**src/hw/rtl/dcrpf_pkg.sv**
```systemverilog
// Shared types, constants and helper functions for the dot-crawl filter.
// No dependencies.
package dcrpf_pkg;

   localparam int PIXEL_BITS     = 8;
   localparam int SUM_BITS       = PIXEL_BITS + 1;
   localparam int CFG_BITS       = 8;
   localparam int CSR_INDEX_BITS = 8;

   typedef logic [PIXEL_BITS-1:0] pixel_type;
   typedef logic [SUM_BITS-1:0]   sum_type;
   typedef logic [CFG_BITS-1:0]   thresh_type;

   typedef enum logic {
      OP_LUMA   = 1'b0,
      OP_CHROMA = 1'b1
   } op_type;

   typedef enum logic [CSR_INDEX_BITS-1:0] {
      REG_LUMA_SPATIAL  = 8'd0,
      REG_LUMA_TEMPORAL = 8'd1,
      REG_CHROMA_STABLE = 8'd2,
      REG_CHROMA_CHANGE = 8'd3
   } csr_index_type;

   localparam thresh_type LUMA_SPATIAL_RESET  = 8'd20;
   localparam thresh_type LUMA_TEMPORAL_RESET = 8'd20;
   localparam thresh_type CHROMA_STABLE_RESET = 8'd15;
   localparam thresh_type CHROMA_CHANGE_RESET = 8'd5;

   typedef struct packed {
      thresh_type luma_spatial;
      thresh_type luma_temporal;
      thresh_type chroma_stable;
      thresh_type chroma_change;
   } thresh_set_type;

   typedef struct packed {
      logic      op;
      logic      border;
      pixel_type center;
      pixel_type prev_one;
      pixel_type next_one;
      sum_type   lr_sum;
      sum_type   ab_sum;
      sum_type   center_x2;
      pixel_type d_pn;
      pixel_type d_cpp;
      pixel_type d_cnn;
      pixel_type d_cp;
      pixel_type d_cn;
   } front_type;

   typedef struct packed {
      logic      blend;
      pixel_type center;
      pixel_type partner;
   } decide_type;

   function automatic pixel_type pix_absdiff(input pixel_type a, input pixel_type b);
      return (a > b) ? (a - b) : (b - a);
   endfunction

   function automatic sum_type sum_absdiff(input sum_type a, input sum_type b);
      return (a > b) ? (a - b) : (b - a);
   endfunction

endpackage

```
**src/hw/rtl/dcrpf_if.sv**
```systemverilog
// Channel interfaces: pixel window request, filtered pixel response, register write.
// Depends on dcrpf_pkg.
interface dcrpf_req_if import dcrpf_pkg::*; ();
   logic      valid;
   logic      ready;
   logic      op;
   logic      border;
   pixel_type center;
   pixel_type left_pix;
   pixel_type right_pix;
   pixel_type above_two;
   pixel_type below_two;
   pixel_type prev_two;
   pixel_type prev_one;
   pixel_type next_one;
   pixel_type next_two;

   modport source (output valid, op, border, center, left_pix, right_pix, above_two,
                   below_two, prev_two, prev_one, next_one, next_two, input ready);
   modport sink   (input valid, op, border, center, left_pix, right_pix, above_two,
                   below_two, prev_two, prev_one, next_one, next_two, output ready);
endinterface

interface dcrpf_rsp_if import dcrpf_pkg::*; ();
   logic      valid;
   logic      ready;
   pixel_type out_pixel;

   modport source (output valid, out_pixel, input ready);
   modport sink   (input valid, out_pixel, output ready);
endinterface

interface dcrpf_csr_if import dcrpf_pkg::*; ();
   logic                      valid;
   logic                      ready;
   logic [CSR_INDEX_BITS-1:0] index;
   thresh_type                data;

   modport source (output valid, index, data, input ready);
   modport sink   (input valid, index, data, output ready);
endinterface

```
**src/hw/rtl/dot_crawl_rainbow_pixel_filter_top.sv**
```systemverilog
// Dot-crawl and rainbow filter, one pixel window in and one filtered pixel out per
// beat. It sustains one beat per clock unless the response side stalls; a result
// passes through three register stages (sums and differences, threshold tests,
// average and output register) after its window is accepted. Each stage holds its
// beat while the next one is full, so a stall on the response side back-pressures
// the request side without losing beats. Threshold registers are written through
// the register channel and should only change while no beat is in flight.
module dot_crawl_rainbow_pixel_filter_top import dcrpf_pkg::*; (
   input  logic        clock,
   input  logic        reset,
   dcrpf_req_if.sink   req_bus,
   dcrpf_rsp_if.source rsp_bus,
   dcrpf_csr_if.sink   csr_bus
);

   thresh_set_type thresh;
   logic           front_valid;
   logic           front_ready;
   front_type      front_data;
   logic           decide_valid;
   logic           decide_ready;
   decide_type     decide_data;

   dcrpf_csr u_csr (
      .clock   (clock),
      .reset   (reset),
      .csr_bus (csr_bus),
      .thresh  (thresh)
   );

   dcrpf_front u_front (
      .clock     (clock),
      .reset     (reset),
      .req_bus   (req_bus),
      .out_valid (front_valid),
      .out_ready (front_ready),
      .out_data  (front_data)
   );

   dcrpf_decide u_decide (
      .clock     (clock),
      .reset     (reset),
      .thresh    (thresh),
      .in_valid  (front_valid),
      .in_ready  (front_ready),
      .in_data   (front_data),
      .out_valid (decide_valid),
      .out_ready (decide_ready),
      .out_data  (decide_data)
   );

   dcrpf_blend u_blend (
      .clock    (clock),
      .reset    (reset),
      .in_valid (decide_valid),
      .in_ready (decide_ready),
      .in_data  (decide_data),
      .rsp_bus  (rsp_bus)
   );

endmodule

```
**src/hw/rtl/dcrpf_csr.sv**
```systemverilog
// Threshold register bank written through the register write channel.
// Depends on dcrpf_pkg and dcrpf_if.
module dcrpf_csr import dcrpf_pkg::*; (
   input  logic           clock,
   input  logic           reset,
   dcrpf_csr_if.sink      csr_bus,
   output thresh_set_type thresh
);

   thresh_set_type thresh_ff;
   thresh_set_type thresh_in;

   assign csr_bus.ready = 1'b1;
   assign thresh        = thresh_ff;

   always_comb begin
      thresh_in = thresh_ff;
      if (csr_bus.valid) begin
         case (csr_bus.index)
            REG_LUMA_SPATIAL:  thresh_in.luma_spatial  = csr_bus.data;
            REG_LUMA_TEMPORAL: thresh_in.luma_temporal = csr_bus.data;
            REG_CHROMA_STABLE: thresh_in.chroma_stable = csr_bus.data;
            REG_CHROMA_CHANGE: thresh_in.chroma_change = csr_bus.data;
            default:           thresh_in = thresh_ff;
         endcase
      end
   end

   always_ff @(posedge clock) begin
      if (reset) begin
         thresh_ff.luma_spatial  <= LUMA_SPATIAL_RESET;
         thresh_ff.luma_temporal <= LUMA_TEMPORAL_RESET;
         thresh_ff.chroma_stable <= CHROMA_STABLE_RESET;
         thresh_ff.chroma_change <= CHROMA_CHANGE_RESET;
      end else begin
         thresh_ff <= thresh_in;
      end
   end

endmodule

```
**src/hw/rtl/dcrpf_front.sv**
```systemverilog
// First pipeline stage: neighbour sums and temporal absolute differences.
// Depends on dcrpf_pkg and dcrpf_if.
module dcrpf_front import dcrpf_pkg::*; (
   input  logic      clock,
   input  logic      reset,
   dcrpf_req_if.sink req_bus,
   output logic      out_valid,
   input  logic      out_ready,
   output front_type out_data
);

   logic      valid_ff;
   logic      valid_in;
   front_type data_ff;
   front_type data_in;
   logic      load;

   assign req_bus.ready = !valid_ff || out_ready;
   assign load          = req_bus.valid && req_bus.ready;
   assign valid_in      = load || (valid_ff && !out_ready);

   always_comb begin
      data_in.op        = req_bus.op;
      data_in.border    = req_bus.border;
      data_in.center    = req_bus.center;
      data_in.prev_one  = req_bus.prev_one;
      data_in.next_one  = req_bus.next_one;
      data_in.lr_sum    = SUM_BITS'(req_bus.left_pix) + SUM_BITS'(req_bus.right_pix);
      data_in.ab_sum    = SUM_BITS'(req_bus.above_two) + SUM_BITS'(req_bus.below_two);
      data_in.center_x2 = {req_bus.center, 1'b0};
      data_in.d_pn      = pix_absdiff(req_bus.prev_one, req_bus.next_one);
      data_in.d_cpp     = pix_absdiff(req_bus.center, req_bus.prev_two);
      data_in.d_cnn     = pix_absdiff(req_bus.center, req_bus.next_two);
      data_in.d_cp      = pix_absdiff(req_bus.center, req_bus.prev_one);
      data_in.d_cn      = pix_absdiff(req_bus.center, req_bus.next_one);
   end

   always_ff @(posedge clock) begin
      if (reset) begin
         valid_ff <= 1'b0;
      end else begin
         valid_ff <= valid_in;
      end
   end

   always_ff @(posedge clock) begin
      if (load) begin
         data_ff <= data_in;
      end
   end

   assign out_valid = valid_ff;
   assign out_data  = data_ff;

endmodule

```
**src/hw/rtl/dcrpf_decide.sv**
```systemverilog
// Second pipeline stage: threshold tests, blend decision and partner choice.
// Depends on dcrpf_pkg.
module dcrpf_decide import dcrpf_pkg::*; (
   input  logic           clock,
   input  logic           reset,
   input  thresh_set_type thresh,
   input  logic           in_valid,
   output logic           in_ready,
   input  front_type      in_data,
   output logic           out_valid,
   input  logic           out_ready,
   output decide_type     out_data
);

   logic       valid_ff;
   logic       valid_in;
   decide_type data_ff;
   decide_type data_in;
   logic       load;
   logic       dots;
   logic       luma_stable;
   logic       chroma_stable;
   logic       chroma_change;
   logic       luma_hit;
   logic       chroma_hit;

   assign in_ready = !valid_ff || out_ready;
   assign load     = in_valid && in_ready;
   assign valid_in = load || (valid_ff && !out_ready);

   always_comb begin
      dots = (sum_absdiff(in_data.lr_sum, in_data.center_x2) >
              SUM_BITS'(thresh.luma_spatial)) ||
             (sum_absdiff(in_data.ab_sum, in_data.center_x2) >
              SUM_BITS'(thresh.luma_spatial));
      luma_stable = (in_data.d_pn  <= PIXEL_BITS'(thresh.luma_temporal)) &&
                    (in_data.d_cpp <= PIXEL_BITS'(thresh.luma_temporal)) &&
                    (in_data.d_cnn <= PIXEL_BITS'(thresh.luma_temporal));
      chroma_stable = (in_data.d_pn  <= PIXEL_BITS'(thresh.chroma_stable)) &&
                      (in_data.d_cpp <= PIXEL_BITS'(thresh.chroma_stable)) &&
                      (in_data.d_cnn <= PIXEL_BITS'(thresh.chroma_stable));
      chroma_change = (in_data.d_cp > PIXEL_BITS'(thresh.chroma_change)) &&
                      (in_data.d_cn > PIXEL_BITS'(thresh.chroma_change));
      luma_hit   = (in_data.op == OP_LUMA) && dots && luma_stable;
      chroma_hit = (in_data.op == OP_CHROMA) && chroma_stable && chroma_change;

      data_in.blend   = !in_data.border && (luma_hit || chroma_hit);
      data_in.center  = in_data.center;
      data_in.partner = (in_data.d_cn <= in_data.d_cp) ? in_data.next_one
                                                       : in_data.prev_one;
   end

   always_ff @(posedge clock) begin
      if (reset) begin
         valid_ff <= 1'b0;
      end else begin
         valid_ff <= valid_in;
      end
   end

   always_ff @(posedge clock) begin
      if (load) begin
         data_ff <= data_in;
      end
   end

   assign out_valid = valid_ff;
   assign out_data  = data_ff;

endmodule

```
**src/hw/rtl/dcrpf_blend.sv**
```systemverilog
// Third pipeline stage and output register: rounding average or pass-through.
// Depends on dcrpf_pkg and dcrpf_if.
module dcrpf_blend import dcrpf_pkg::*; (
   input  logic        clock,
   input  logic        reset,
   input  logic        in_valid,
   output logic        in_ready,
   input  decide_type  in_data,
   dcrpf_rsp_if.source rsp_bus
);

   logic      valid_ff;
   logic      valid_in;
   pixel_type pixel_ff;
   pixel_type pixel_in;
   sum_type   pair_sum;
   sum_type   rounded;
   logic      load;

   assign in_ready = !valid_ff || rsp_bus.ready;
   assign load     = in_valid && in_ready;
   assign valid_in = load || (valid_ff && !rsp_bus.ready);

   always_comb begin
      pair_sum = SUM_BITS'(in_data.center) + SUM_BITS'(in_data.partner);
      rounded  = (pair_sum >> 1) + SUM_BITS'(pair_sum[0]);
      pixel_in = in_data.blend ? rounded[PIXEL_BITS-1:0] : in_data.center;
   end

   always_ff @(posedge clock) begin
      if (reset) begin
         valid_ff <= 1'b0;
      end else begin
         valid_ff <= valid_in;
      end
   end

   always_ff @(posedge clock) begin
      if (load) begin
         pixel_ff <= pixel_in;
      end
   end

   assign rsp_bus.valid     = valid_ff;
   assign rsp_bus.out_pixel = pixel_ff;

endmodule

```
**src/flat_wrapper.sv**
```systemverilog
// flat-port wrapper written by rule: the top's interface ports become plain ports
module dot_crawl_rainbow_pixel_filter_top_flat import dcrpf_pkg::*;
  (clock, reset, req_bus_valid, req_bus_op, req_bus_border, req_bus_center, req_bus_left_pix, req_bus_right_pix, req_bus_above_two, req_bus_below_two, req_bus_prev_two, req_bus_prev_one, req_bus_next_one, req_bus_next_two, req_bus_ready, rsp_bus_valid, rsp_bus_out_pixel, rsp_bus_ready, csr_bus_valid, csr_bus_index, csr_bus_data, csr_bus_ready);
  dcrpf_req_if req_bus_i ();
  dcrpf_rsp_if rsp_bus_i ();
  dcrpf_csr_if csr_bus_i ();
  input  logic clock;
  input  logic reset;
  input wire logic [$bits(req_bus_i.valid)-1:0] req_bus_valid;
  input wire logic [$bits(req_bus_i.op)-1:0] req_bus_op;
  input wire logic [$bits(req_bus_i.border)-1:0] req_bus_border;
  input wire logic [$bits(req_bus_i.center)-1:0] req_bus_center;
  input wire logic [$bits(req_bus_i.left_pix)-1:0] req_bus_left_pix;
  input wire logic [$bits(req_bus_i.right_pix)-1:0] req_bus_right_pix;
  input wire logic [$bits(req_bus_i.above_two)-1:0] req_bus_above_two;
  input wire logic [$bits(req_bus_i.below_two)-1:0] req_bus_below_two;
  input wire logic [$bits(req_bus_i.prev_two)-1:0] req_bus_prev_two;
  input wire logic [$bits(req_bus_i.prev_one)-1:0] req_bus_prev_one;
  input wire logic [$bits(req_bus_i.next_one)-1:0] req_bus_next_one;
  input wire logic [$bits(req_bus_i.next_two)-1:0] req_bus_next_two;
  output wire logic [$bits(req_bus_i.ready)-1:0] req_bus_ready;
  output wire logic [$bits(rsp_bus_i.valid)-1:0] rsp_bus_valid;
  output wire logic [$bits(rsp_bus_i.out_pixel)-1:0] rsp_bus_out_pixel;
  input wire logic [$bits(rsp_bus_i.ready)-1:0] rsp_bus_ready;
  input wire logic [$bits(csr_bus_i.valid)-1:0] csr_bus_valid;
  input wire logic [$bits(csr_bus_i.index)-1:0] csr_bus_index;
  input wire logic [$bits(csr_bus_i.data)-1:0] csr_bus_data;
  output wire logic [$bits(csr_bus_i.ready)-1:0] csr_bus_ready;
  assign req_bus_i.valid = req_bus_valid;
  assign req_bus_i.op = req_bus_op;
  assign req_bus_i.border = req_bus_border;
  assign req_bus_i.center = req_bus_center;
  assign req_bus_i.left_pix = req_bus_left_pix;
  assign req_bus_i.right_pix = req_bus_right_pix;
  assign req_bus_i.above_two = req_bus_above_two;
  assign req_bus_i.below_two = req_bus_below_two;
  assign req_bus_i.prev_two = req_bus_prev_two;
  assign req_bus_i.prev_one = req_bus_prev_one;
  assign req_bus_i.next_one = req_bus_next_one;
  assign req_bus_i.next_two = req_bus_next_two;
  assign req_bus_ready = req_bus_i.ready;
  assign rsp_bus_valid = rsp_bus_i.valid;
  assign rsp_bus_out_pixel = rsp_bus_i.out_pixel;
  assign rsp_bus_i.ready = rsp_bus_ready;
  assign csr_bus_i.valid = csr_bus_valid;
  assign csr_bus_i.index = csr_bus_index;
  assign csr_bus_i.data = csr_bus_data;
  assign csr_bus_ready = csr_bus_i.ready;
  dot_crawl_rainbow_pixel_filter_top u_core (.clock(clock), .reset(reset), .req_bus(req_bus_i), .rsp_bus(rsp_bus_i), .csr_bus(csr_bus_i));
endmodule
```
**config.mk**
```make
export PLATFORM = sky130hd
export DESIGN_NAME = dot_crawl_rainbow_pixel_filter_top_flat
export DESIGN_NICKNAME = d
export VERILOG_FILES = /design/src/hw/rtl/dcrpf_pkg.sv /design/src/hw/rtl/dcrpf_if.sv /design/src/hw/rtl/dot_crawl_rainbow_pixel_filter_top.sv /design/src/hw/rtl/dcrpf_csr.sv /design/src/hw/rtl/dcrpf_front.sv /design/src/hw/rtl/dcrpf_decide.sv /design/src/hw/rtl/dcrpf_blend.sv /design/src/flat_wrapper.sv
export SDC_FILE = /design/constraint.sdc
export NUM_CORES = 1
export LEC_CHECK = 0
export ABC_AREA = 1
export BUFFER_PORTS_ARGS = -buffer_cell sky130_fd_sc_hd__buf_2
export CAP_MARGIN = 30
export CORE_MARGIN = 10
export CORE_UTILIZATION = 45
export CTS_CLUSTER_DIAMETER = 100
export DETAILED_ROUTE_END_ITERATION = 8
export GPL_TIMING_DRIVEN = 0
export SETUP_SLACK_MARGIN = 0.3
export SLEW_MARGIN = 20
export SYNTH_ARGS = -nofsm -noshare
export SYNTH_HDL_FRONTEND = slang
export SYNTH_HIERARCHICAL = 1
export SYNTH_SLANG_ARGS = --single-unit
export TNS_END_PERCENT = 20
```
**constraint.sdc**
```tcl
create_clock -name clock -period 5.6 [get_ports clock]
set_input_delay 0.56 -clock clock [delete_from_list [all_inputs] [get_ports clock]]
set_output_delay 0.56 -clock clock [all_outputs]
set_load 0.02 [all_outputs]
```
# Word level (Yosys, flattened, before mapping)
# Index checks and enable logic that the tools add are counted.
# word_totals
regBits,144
latch_bits,0
ram_bits,0
mem_bits_ro,0
inputBits,95
output_inout_bits,11
memories,0
# op_classes
addsub,18
mul,0
n_div,0
n_lt_le_gt_ge,18
n_eq_ne,3
shifts,0
mux,9
bitwise_logic,1
n_reduce_logical,36
# op_table
operator,count
8-bit subtractor,10
8-bit greater-than comparator,7
8-bit less-or-equal comparator,7
8-bit 2-to-1 mux,7
9-bit subtractor,4
8-bit by 8-bit adder with 9-bit output,3
9-bit by 8-bit greater-than comparator with 1-bit output,2
9-bit greater-than comparator,2
9-bit 2-to-1 mux,2
"8-bit by 2-bit equality test with 1-bit output, second input constant",2
1-bit logical AND,16
8-bit by 1-bit adder with 8-bit output,1
"8-bit by 1-bit equality test with 1-bit output, second input constant",1
8-bit zero test,1
1-bit logical OR,8
2-bit AND reduction,4
1-bit zero test,7
1-bit NOT,1

# Logic depth before layout (Yosys ltp)
# logic_depth
depth_word,8
ltp_mapped,28
mapped_depth_nobuf,26

# By module
# The synthesis kept the hierarchy.
# modules_own_cells
module,instances,cells_per_inst,area_each_um2
dcrpf_front,1,934,7397.1
dcrpf_decide,1,642,4458.0
dcrpf_csr,1,195,1412.6
dcrpf_blend,1,133,954.7

# Least setup slack after synthesis
# No wires, ideal clock.
# synth_path
path_type,in2reg
start,input rsp_bus_ready
end,"register u_core.u_front.data_ff, in the netlist u_core/u_front/out_data[0] (enable)"
setup_time_ps,554
arrival_ps,4864
required_time_ps,5046
slack_ps,182
stages,6
path_buffers,0
path_cell_list,inv_1 -> nand2_1 -> inv_1 -> nand2_1 -> inv_1 -> a21oi_1
# synth_via
elab_chain_len,4
# synth_rtl
item,line,source
from (decl),flat_wrapper.sv:24,input wire logic [$bits(rsp_bus_i.ready)-1:0] rsp_bus_ready;
1-bit logical OR,dcrpf_blend.sv:20,assign in_ready = !valid_ff || rsp_bus.ready;
net u_core.decide_ready,dot_crawl_rainbow_pixel_filter_top.sv:21,logic decide_ready;
1-bit logical OR,dcrpf_decide.sv:27,assign in_ready = !valid_ff || out_ready;
net u_core.front_ready,dot_crawl_rainbow_pixel_filter_top.sv:18,logic front_ready;
1-bit logical OR,dcrpf_front.sv:18,assign req_bus.ready = !valid_ff || out_ready;
1-bit logical AND,dcrpf_front.sv:19,assign load = req_bus.valid && req_bus.ready;
net u_core.u_front.load,dcrpf_front.sv:16,logic load;
to (signal assigned),dcrpf_front.sv:48,data_ff <= data_in;
to (decl),dcrpf_front.sv:14,front_type data_ff;
# The timed path passes the listed nets, and every way through them passes these cells.
# A chain may end at the register's enable or synchronous reset.

==> impl_metrics.ini <==
[drt]
ant_nets = 0
vias_per_cell = 4.97
wire_per_inst_um = 15.7
drtIter0Drc = 744
drc_errors = 0
drt-total-wl_um = 38500
drt_pass1_iterations = 6
vias = 12200

[critical_path]
startpoint_type = register
critPathKind = register to register
cp.required_ps = 5890
slowest_stage = edfxtp_1
cpMostUsedCell = nand2_1
cpPeakStageDelay_ps = 560
r2r-start = u_core/u_front/out_data[41]
r2r_slack_ps = 1890
end_kind = register
crit_arrival_ps = 4000
crit_chain = inv_1, ha_1, nand2_1, nor2_2, nand3_1, nand3_1, nand2_2, buf_6, o21ai_1, xor2_1, inv_1, ha_1, nand2_1, nor2_1, nand2_1, nand3_1, nand2_1, nand2_1, nand2_1, a21oi_1, nor2_1, nand2_1, nand2_1, a21oi_1
r2r_cells = 24
critPathMaxFanout = 10
reg2reg_to = u_core/u_decide/out_data[16]
critPathLaunch = u_core/u_front/out_data[41]

[sta]
period_minus_slack_ps = 3710
hold_violations = 0
fin_skew_ps = 12.7
worstMarginPinSlew_ps = 716
rsz0062_at_grt = no
finalCritPeriodShare_pct = 66.2
max_freq_mhz = 270
final_max_slew_viol_count = 0
finalSetupTns_ps = 0
slew_headroom_pct = 52.2
setup_viol = 0

[hold_path]
hold_class = primary input to register
hp-start = req_bus_border
whs_path_depth = 1
hold_end = u_core/u_front/out_data[91]

[placement]
hpwl_um = 32000
post_dp_cell_area_um2 = 15400
io_buffer_count = 104
gp_congestion = 0.914

[global_routing]
grt_usage_pct = 19.9
grt-ovfl-total = 0
grt_pass1_wl_um = 61500
grt_max_degree = 23
antenna_found_initial = 1
grt_pass1_vias = 11600

[logic_synthesis]
yosysSeqAreaShare_pct = 27.9
avgSynthCellArea_um2 = 7.47
synth-main-ff-cell = edfxtp_1
synth_cells = 1904
synth_cell_types = 46
synthTopCellsByArea = edfxtp_1, ha_1, nand2_1, inv_1, nand3_1
synth-seq-cells = 144
ys_warn_count = 6
synth_edf_count = 109
yosysTopAreaCell = edfxtp_1
syn_area_um2 = 14200
synth-async-reset-ratio_pct = 0
netlist.area_leader.share_pct = 23.0
syn_nets = 2239

[clock_network]
cts_root_buf = clkbuf_16
cts_resized = 0
cts_setup_buffers = 0
tritoncts = yes
clock_sinks = 144
cts_made_buffers = 17
hold_buffers = 0
cts_buffer_depth = 2
clkTransAtPathRegs_ps = 70
clkLatencyLatePin_ps = 430
cts.htree.levels = 4

[floorplanning]
die-area_um2 = 39100
initial_core_util_pct = 45.3
die_h_um = 198
core-area_um2 = 31400
pin_count = 106
die_x_um = 198
rows = 65

[finish]
stdcell_area_um2 = 16000
num-fill-cells = 3123
fin_nets = 2367
drive_gt1_share_pct = 12.2
area_growth_pct = 12.6

[pwr]
power.density_nw_per_um2 = 252
peakVddDrop_v = 0.000258
leakagePower_nw = 8.50

[flow_run]
drv_cap = 0

[run_status]
status = complete, no violations
[Yosys cell counts, types with 2 or more instances]
master     instances
buf_6             17
fa_1              17
nand3_2            8
nand2_1          547
o21ai_1            6
nand3b_1           6
a21oi_1          133
o211ai_1           5
buf_1              2
buf_2             14
ha_1             223
xnor2_1           11
nor2_1            87
edfxtp_1         109
or2_1              2
xor2_1            48
mux2_2             8
o21ai_0           24
nand2_4            4
nor2_2             8
a21boi_0           3
o2111ai_1          3
inv_1            334
o21a_1             3
nor2_4             4
or2_4              3
nand2_2           15
a31oi_1            2
a21o_1             6
o21ai_2           15
buf_4             11
dfxtp_1           35
clkbuf_1           2
conb_1             2
nand3_1          148
nand4_1           29
[worst max-delay path, delay by kind of cell (launching register included)]
kind | cells | cell delay (ps)
flip-flops | 1 | 560
XOR/XNOR | 1 | 180
AND/OR/NAND/NOR | 15 | 1220
AO/OA/AOI/OAI | 3 | 530
adder cells (fa/ha/maj) | 2 | 670
buffers and inverters | 3 | 420
[power breakdown]
| part | switching [mW] | internal, mW |
|---|---|---|
| clock | 0.449 | 0.776 |
| sequential | 0.0641 | 1.27 |
| combinational | 0.917 | 0.565 |
| total | 1.43 | 2.61 |
[state kept, by name, indices dropped and copies added, names as in the netlist]
signal / count
u_core/u_front/out_data: 84
u_core/u_decide/out_data: 17
u_core/u_decide/out_valid: 1
u_core/u_blend/rsp_bus.valid: 1
u_core/u_blend/rsp_bus.out_pixel: 8
u_core/u_front/out_valid: 1
u_core/u_csr/thresh: 32
[cell families after synthesis]
kind of cell | share of synthesized area, %
XOR/XNOR | 3.63
AO/OA/AOI/OAI | 8.06
other | 0.0528
buffers and inverters | 11.4
flip-flops | 27.9
AND/OR/NAND/NOR | 26.3
adder cells (fa/ha/maj) | 22.0
multiplexers | 0.633
[cell type report]
cell class	instances	area (um^2)	share of cell area (%)
clock inverters	6	88.8	0.555
plain buffers	46	359	2.24
diodes	1	2.50	0.0156
multi-input cells	1378	8640	54.0
repair buffers	109	629	3.93
inverters	336	1260	7.87
flip-flops and latches	144	3970	24.8
well taps	402	503	3.14
clock buffers	26	554	3.46
[worst max-delay path by stage]
stage	to	depth (start not counted)
2_1_floorplan	u_core/u_front/out_data[0]	6
3_3_place_gp	u_core/u_front/out_data[78]	7
3_5_place_dp	u_core/u_decide/out_data[16]	24
4_1_cts	u_core/u_decide/out_data[16]	24
5_1_grt	u_core/u_decide/out_data[16]	24
6_report	u_core/u_decide/out_data[16]	24
[through the flow]
step	total power [mW]	utilization [%]	setup slack [ps]	hold WS (ps)	instances
final	4.04	51.0	1890	303	2448
after detailed placement	2.82	49.0	1880	450	2415
after CTS	4.06	51.0	1870	282	2447
after global placement	2.78	48.6	750	443	2410
after global routing	4.33	51.0	1530	290	2448
after floorplan	2.40	-	1890	429	1904
[per-layer routing]
metal  GRT usage, %  part of all wire (%)  vias to the layer above
li1               -                     -                     6378
met1           29.2                    52                     5483
met2           29.2                    42                      259
met3           2.90                   4.3                       44
met4           6.01                   2.1                        0
met5              0                     0                        -
[cells in the final DEF, fill, tap and decap left out, types with 17 or more instances in the layout]
cell and count:
dfxtp_1 35, o21ai_0 24, nand4_1 29, xor2_1 48
fa_1 17, nand3_1 148, buf_6 18, edfxtp_1 109
inv_1 334, nand2_1 547, a21oi_1 131, clkbuf_16 21
ha_1 223, buf_2 118, nor2_1 87
(Power assumes the default switching activity.)
